**src/design/assert_macros.svh**
```systemverilog
// Assertion macros shared by the RC4 keystream generator modules.
`ifndef ASSERT_MACROS_SVH
`define ASSERT_MACROS_SVH

// Same-cycle implication, checked on every rising clock edge outside reset.
`define RC4_ASSERT_IMPL(name, ante, cons) \
  name: assert property (@(posedge clk) disable iff (rst) (ante) |-> (cons)) \
    else $error("rc4 assertion failed: same-cycle implication");

// Next-cycle implication, checked on every rising clock edge outside reset.
`define RC4_ASSERT_NEXT(name, ante, cons) \
  name: assert property (@(posedge clk) disable iff (rst) (ante) |=> (cons)) \
    else $error("rc4 assertion failed: next-cycle implication");

`endif

```
**src/design/rc4_pkg.sv**
```systemverilog
// Shared types and constants for the RC4 keystream generator.
package rc4_pkg;

  localparam int BYTE_W            = 8;
  localparam int SBOX_DEPTH        = 256;
  localparam int MAX_KEY_BYTES_DEF = 256;

  // Request opcodes
  localparam logic OP_LOAD_KEY = 1'b0;
  localparam logic OP_GENERATE = 1'b1;

  // Result status codes
  typedef enum logic [1:0] {
    ST_KEY_TAKEN  = 2'd0,
    ST_SCHED_DONE = 2'd1,
    ST_KEYSTREAM  = 2'd2,
    ST_NOT_SEEDED = 2'd3
  } rc4_status_t;

  // Commands from controller to datapath
  typedef struct packed {
    logic        accept;    // request taken this cycle
    logic        fill;      // write identity entry S[k] = k
    logic        ks_rd;     // schedule: read S[k] and key byte
    logic        ks_j;      // schedule: update j, read S[j]
    logic        ks_w1;     // schedule: write S[k]
    logic        ks_w2;     // schedule: write S[j], advance k
    logic        g_i;       // generate: advance i, read S[i]
    logic        g_j;       // generate: update j, read S[j]
    logic        g_w1;      // generate: write S[i], read S[t]
    logic        g_w2;      // generate: write S[j], form output byte
    logic        set_res;   // capture result code
    rc4_status_t res_code;
    logic        load_out;  // move result into output register
  } rc4_cmd_t;

  // Status from datapath to controller
  typedef struct packed {
    logic seeded;
    logic k_last;
    logic out_free;
  } rc4_stat_t;

endpackage

```
**src/design/rc4_ctrl.sv**
```systemverilog
// Controller state machine for the RC4 keystream generator.
`include "assert_macros.svh"

module rc4_ctrl
  import rc4_pkg::*;
(
  input  logic      clk,
  input  logic      rst,
  input  logic      in_valid,
  output logic      in_stall,
  input  logic      opcode,
  input  logic      last_key_byte,
  input  rc4_stat_t stat,
  output rc4_cmd_t  cmd
);

  typedef enum logic [11:0] {
    S_IDLE  = 12'b0000_0000_0001,
    S_FILL  = 12'b0000_0000_0010,
    S_KS_RD = 12'b0000_0000_0100,
    S_KS_J  = 12'b0000_0000_1000,
    S_KS_W1 = 12'b0000_0001_0000,
    S_KS_W2 = 12'b0000_0010_0000,
    S_G_I   = 12'b0000_0100_0000,
    S_G_J   = 12'b0000_1000_0000,
    S_G_W1  = 12'b0001_0000_0000,
    S_G_W2  = 12'b0010_0000_0000,
    S_FIN   = 12'b0100_0000_0000,
    S_SPARE = 12'b1000_0000_0000
  } ctl_state_t;

  ctl_state_t state, state_next;

  // Requests are taken only between operations
  assign in_stall = (state != S_IDLE);

  // Next state and command decode
  always_comb begin
    state_next = state;
    cmd        = '0;
    cmd.res_code = ST_KEY_TAKEN;
    case (state)
      S_IDLE: begin
        if (in_valid) begin
          cmd.accept = 1'b1;
          if (opcode == OP_LOAD_KEY) begin
            if (last_key_byte) begin
              state_next = S_FILL;
            end else begin
              cmd.set_res  = 1'b1;
              cmd.res_code = ST_KEY_TAKEN;
              state_next   = S_FIN;
            end
          end else if (!stat.seeded) begin
            cmd.set_res  = 1'b1;
            cmd.res_code = ST_NOT_SEEDED;
            state_next   = S_FIN;
          end else begin
            state_next = S_G_I;
          end
        end
      end
      S_FILL: begin
        cmd.fill = 1'b1;
        if (stat.k_last) begin
          state_next = S_KS_RD;
        end
      end
      S_KS_RD: begin
        cmd.ks_rd  = 1'b1;
        state_next = S_KS_J;
      end
      S_KS_J: begin
        cmd.ks_j   = 1'b1;
        state_next = S_KS_W1;
      end
      S_KS_W1: begin
        cmd.ks_w1  = 1'b1;
        state_next = S_KS_W2;
      end
      S_KS_W2: begin
        cmd.ks_w2 = 1'b1;
        if (stat.k_last) begin
          cmd.set_res  = 1'b1;
          cmd.res_code = ST_SCHED_DONE;
          state_next   = S_FIN;
        end else begin
          state_next = S_KS_RD;
        end
      end
      S_G_I: begin
        cmd.g_i    = 1'b1;
        state_next = S_G_J;
      end
      S_G_J: begin
        cmd.g_j    = 1'b1;
        state_next = S_G_W1;
      end
      S_G_W1: begin
        cmd.g_w1   = 1'b1;
        state_next = S_G_W2;
      end
      S_G_W2: begin
        cmd.g_w2     = 1'b1;
        cmd.set_res  = 1'b1;
        cmd.res_code = ST_KEYSTREAM;
        state_next   = S_FIN;
      end
      S_FIN: begin
        if (stat.out_free) begin
          cmd.load_out = 1'b1;
          state_next   = S_IDLE;
        end
      end
      default: begin
        state_next = S_IDLE;
      end
    endcase
  end

  // State register
  always_ff @(posedge clk) begin
    if (rst) begin
      state <= S_IDLE;
    end else begin
      state <= state_next;
    end
  end

  // A generate request before seeding goes straight to the result
  `RC4_ASSERT_NEXT(a_unseeded_direct, in_valid && !in_stall && opcode == OP_GENERATE && !stat.seeded, state == S_FIN)
  // Keystream work only starts once seeded
  `RC4_ASSERT_IMPL(a_gen_seeded, state == S_G_I, stat.seeded)

endmodule

```
**config.mk**
```make
export PLATFORM = sky130hd
export DESIGN_NAME = rc4_ctrl
export DESIGN_NICKNAME = d
export VERILOG_FILES = /design/src/design/rc4_pkg.sv /design/src/design/rc4_ctrl.sv
export VERILOG_INCLUDE_DIRS = /design/src /design/src/design
export SDC_FILE = /design/constraint.sdc
export NUM_CORES = 1
export LEC_CHECK = 0
export ABC_AREA = 1
export ABC_CLOCK_PERIOD_IN_PS = 3320
export BUFFER_PORTS_ARGS = -buffer_cell sky130_fd_sc_hd__buf_2
export CELL_PAD_IN_SITES_DETAIL_PLACEMENT = 1
export CELL_PAD_IN_SITES_GLOBAL_PLACEMENT = 2
export CORE_AREA = 2 2 57 59
export DETAILED_ROUTE_END_ITERATION = 6
export DIE_AREA = 0 0 59 61
export HOLD_SLACK_MARGIN = 0.08
export PLACE_DENSITY_LB_ADDON = 0.08
export SLEW_MARGIN = 25
export SYNTH_ARGS = -nofsm -noshare
export SYNTH_HDL_FRONTEND = slang
export SYNTH_SLANG_ARGS = --single-unit
```
**constraint.sdc**
```tcl
create_clock -name clk -period 3.32 [get_ports clk]
set_input_delay 0.664 -clock clk [delete_from_list [all_inputs] [get_ports clk]]
set_output_delay 0.664 -clock clk [all_outputs]
set_load 0.05 [all_outputs]
```
## Word level (Yosys, flattened, before mapping)

Index checks and enable logic that the tools add are counted.

| storage, ports and cells | value |
|---|---|
| bits of input ports | 8 |
| word-level logic and storage cells | 44 |
| flip-flop bits (word level) | 12 |
| output and inout port bits | 15 |

| cells by class | value |
|---|---|
| reduce and logical (&&, ||, !) cells | 1 |
| equality and inequality tests | 15 |
| multiplexer cells | 27 |

Operators by type and width:

| operator | count |
|---|---|
| case mux 12 bit (11 select lines) | 1 |
| 2-to-1 mux 12 bit | 4 |
| 2-to-1 mux 11 bit | 3 |
| 2-to-1 mux 3 bit | 5 |
| 2-to-1 mux 1 bit | 13 |
| == test 12 x 1 -> 1 bit, second input constant | 1 |
| == test 12 x 10 -> 1 bit, second input constant | 1 |
| == test 12 x 11 -> 1 bit, second input constant | 1 |
| == test 12 x 2 -> 1 bit, second input constant | 1 |
| == test 12 x 3 -> 1 bit, second input constant | 1 |
| == test 12 x 4 -> 1 bit, second input constant | 1 |
| == test 12 x 5 -> 1 bit, second input constant | 1 |
| == test 12 x 6 -> 1 bit, second input constant | 1 |
| == test 12 x 7 -> 1 bit, second input constant | 1 |
| == test 12 x 8 -> 1 bit, second input constant | 1 |
| == test 12 x 9 -> 1 bit, second input constant | 1 |
| != test 12 x 1 -> 1 bit, second input constant | 1 |
| case mux 3 bit (3 select lines) | 1 |
| != test 2 bit, second input constant | 3 |
| AND reduction 3 bit | 1 |

## Logic depth before layout (Yosys ltp)

| logic depth | value |
|---|---|
| word-level depth | 4 |
| mapped depth | 9 |
| mapped depth without buffers | 9 |

## Least setup slack after synthesis

OpenSTA, ideal clock, no wires.

| path | value |
|---|---|
| path kind | register to output |
| from | reg state[8] |
| to | out cmd[3] (netlist bit) |
| data required time | 2656 ps |
| path slack | 681 ps |
| stages on the path, launching flop included | 8 |
| arrival time | 1975 ps |
| buffers on the path | 0 |
| cell sequence | dfxtp_1 -> nor2_4 -> nand2_4 -> nor2_4 -> nand2_1 -> inv_2 -> nand2_1 -> a31oi_1 |

RTL lines:

| element | line | source |
|---|---|---|
| from (decl) | rc4_ctrl.sv:32 | `ctl_state_t state, state_next;` |
| from (signal assigned) | rc4_ctrl.sv:126 | `state <= state_next;` |
| to (decl) | rc4_ctrl.sv:14 | `output rc4_cmd_t cmd` |

==> metrics <==
first-pass GRT wire length=~3.4 mm; nets=150; Synth area leader=dfxtp_1; first drt pass iteration count=3; Starting Density=26.86%; Die Span X=59 um; DR DRC count=0; clock buffer depth=2; post-synthesis xor/xnor area fraction=0%; largest net degree at the start of global routing=11; max reg flops=11; hold path endpoint=state[10]; setup bufs post-CTS=0; Worst Path Arrival=approximately 1.7 ns; count of different cell masters after synthesis=22; Inserted Diodes=0; Worst R2R End=state[10]; DRT iter0 DRCs=9; Setup crit end kind=primary output; Max-Cap Viols=0; Most flops, register=state; number of I/O port buffers=22; startpoint types=flip-flop; max-slew violation count=0; initial antenna violation count=0; CP required=roughly 2.7 ns; Die H=61 um; status=completed; net switching power=216.6 uW; DR vias=slightly below 800; P_leak=0.5680 nW; sequential element share of the synthesized area=about 28%; Syn Area/Cell=6.838 um2; Sink Count=11; Least-Margin Pin Slew=0.2861 ns; TritonCTS clock tree=built; DR WL/cell=12.11 um; Max H-tree Level=1; root buffer cell=clkbuf_4; I/O pins=23; post-synthesis simple-gate area fraction=between 50% and 60%; Power per Cell Area=484.1 nW/um2; fin util=about 33%; Max Clock Skew=0.0003596 ns; Final Power=468.2 uW; CP startpoint=state[1]; Comb pwr share=47.8%; CTS resizes=0; drt total wl=2.107 mm; Reg power frac=31.9%; Max Freq=around 420 MHz; Hold Vio Cnt, Final=0; fin crit period=2.379 ns; vias in the first global route=746; Sum Neg Setup Slack=0 ns; final setup fails=0; combinational family with the most area after synthesis=simple AND/OR/NAND/NOR gates; reg2reg setup slack=roughly 1.9 ns; post-synth top area share=27.76%; total track usage=approximately an eighth; syn nets=124; relative slew slack=80.78%; Adder-Cell Fraction of Synth Area=0%; Hold Crit Start=state[10]; Final ANT Viol Nets=0; Crit Path Max Fanout=5; Worst Hold Class=reg2reg; Worst-Skew Late Latency=0.27 ns; Tcrit/Tclk final=71.65%; Synth Area in Compound Gates=4.574%; biggest regs=state: 11 flops; via-per-instance ratio=around 4.5; FF-to-FF path depth=8; mux contribution to synthesized area=0%; number of synthesized register bits=11; RSZ-0062 raised after global routing=false; cells after synthesis=116; worst r2r src=state[8]; clock slew at reported path FFs=approximately 0.07 ns; clock power share=20.3%; synthesized area=793.3 um2; top post-synthesis cells by area=dfxtp_1 28%, nand2_1 12%, inv_1 9.9%; routability congestion estimate=between 0.6 and 0.7; hold_buf cts=0; gr ovfl total=0; num rows=20; Hold Path Depth=4; die area=3599 um2; CTS buffer count=3; DP Cell Count=170; core area=slightly below 3000 um2; critical path class=reg2out; Syn. warnings=0; dpl hpwl=1.752 mm; switch share=approximately 46%; maximum VDD drop=around 0.17 mV; area grow syn2layout=21.92%; Post-Layout Cell Count=about 170; internal power=251.6 uW; layout cells sized above 1=34.75%
## Yosys cell counts, drive strengths merged
| cell type | count |
|---|---|
| a21boi | 1 |
| nor2 | 22 |
| nand3 | 12 |
| nand2 | 30 |
| o21ai | 1 |
| dfxtp | 11 |
| inv | 25 |
| nor4 | 1 |
| a21oi | 1 |
| nor3 | 9 |
| a211oi | 1 |
| a31oi | 1 |
| buf | 1 |
## power by group through the flow
stage | clock network (mW) | registers [mW] | logic (mW)
finish | 0.0951 | 0.149 | 0.224
global route | 0.110 | 0.151 | 0.246
CTS | 0.105 | 0.150 | 0.228
detailed placement | 0 | 0.153 | 0.227
global placement | 0 | 0.153 | 0.228
floorplan | 0 | 0.151 | 0.184
## final cells by class
class	instances	area, um2
Fill cell	395	1986
Multi-Input combinational cell	79	475.5
Sequential cell	11	220.2
Timing Repair Buffer	22	110.1
Inverter	25	93.84
Tap cell	33	41.29
Clock buffer	4	26.28
## layer usage
layer  global-route usage [%]  up-vias  wire length, um
met2                    22.06       11             1055
met3                    3.838        2               54
met5                        0        -                0
met1                    16.71      360              985
li1                         -      404                -
met4                    2.922        0               12
## layout by cell type, fill, tap and decap left out, types with 3 or more instances in the layout
master	instances
clkbuf_4	3
dfxtp_1	11
buf_2	22
nor2_1	12
nand2_1	26
inv_2	4
nor3_1	8
nor2_4	6
nand3_1	8
inv_1	21
nand3_2	3
nand2_4	3
nor2_2	3
## metrics by stage
stage | area [um2] | hold WS, ns | worst slack, ns
after floorplan | 793.3 | 0.5649 | 0.6813
after global placement | 940.9 | 0.6190 | 1.071
after detailed placement | 940.9 | 0.6210 | 1.012
after CTS | 967.2 | 0.6358 | 0.8906
after global routing | 967.2 | 0.6706 | 0.7751
final | 967.2 | 0.6233 | 0.9412
## worst max path at each step
| stage | endpoint | slack [ns] | cells past startpoint |
|---|---|---|---|
| after CTS | cmd[3] | 0.89 | 8 |
| final | cmd[3] | 0.94 | 8 |
| after global placement | cmd[3] | 1.07 | 6 |
| after floorplan | cmd[3] | 0.68 | 7 |
| after detailed placement | cmd[3] | 1.01 | 6 |
| after global routing | cmd[3] | 0.78 | 6 |
## cells by family after synthesis
logic type	after synthesis
DFF	11
buffers and inverters	26
AOI/OAI and AO/OA	5
and+or+nand+nor	74
## worst max-delay path, stage by stage, from the launching register on
cell     delay [ns]
dfxtp_1        0.37
nor2_4         0.13
nand2_2        0.10
nor2_4         0.14
nand2_1        0.08
inv_2          0.08
nand2_1        0.09
a31oi_1        0.17
buf_2          0.28
Note: power is estimated with default switching activity, not from simulation.
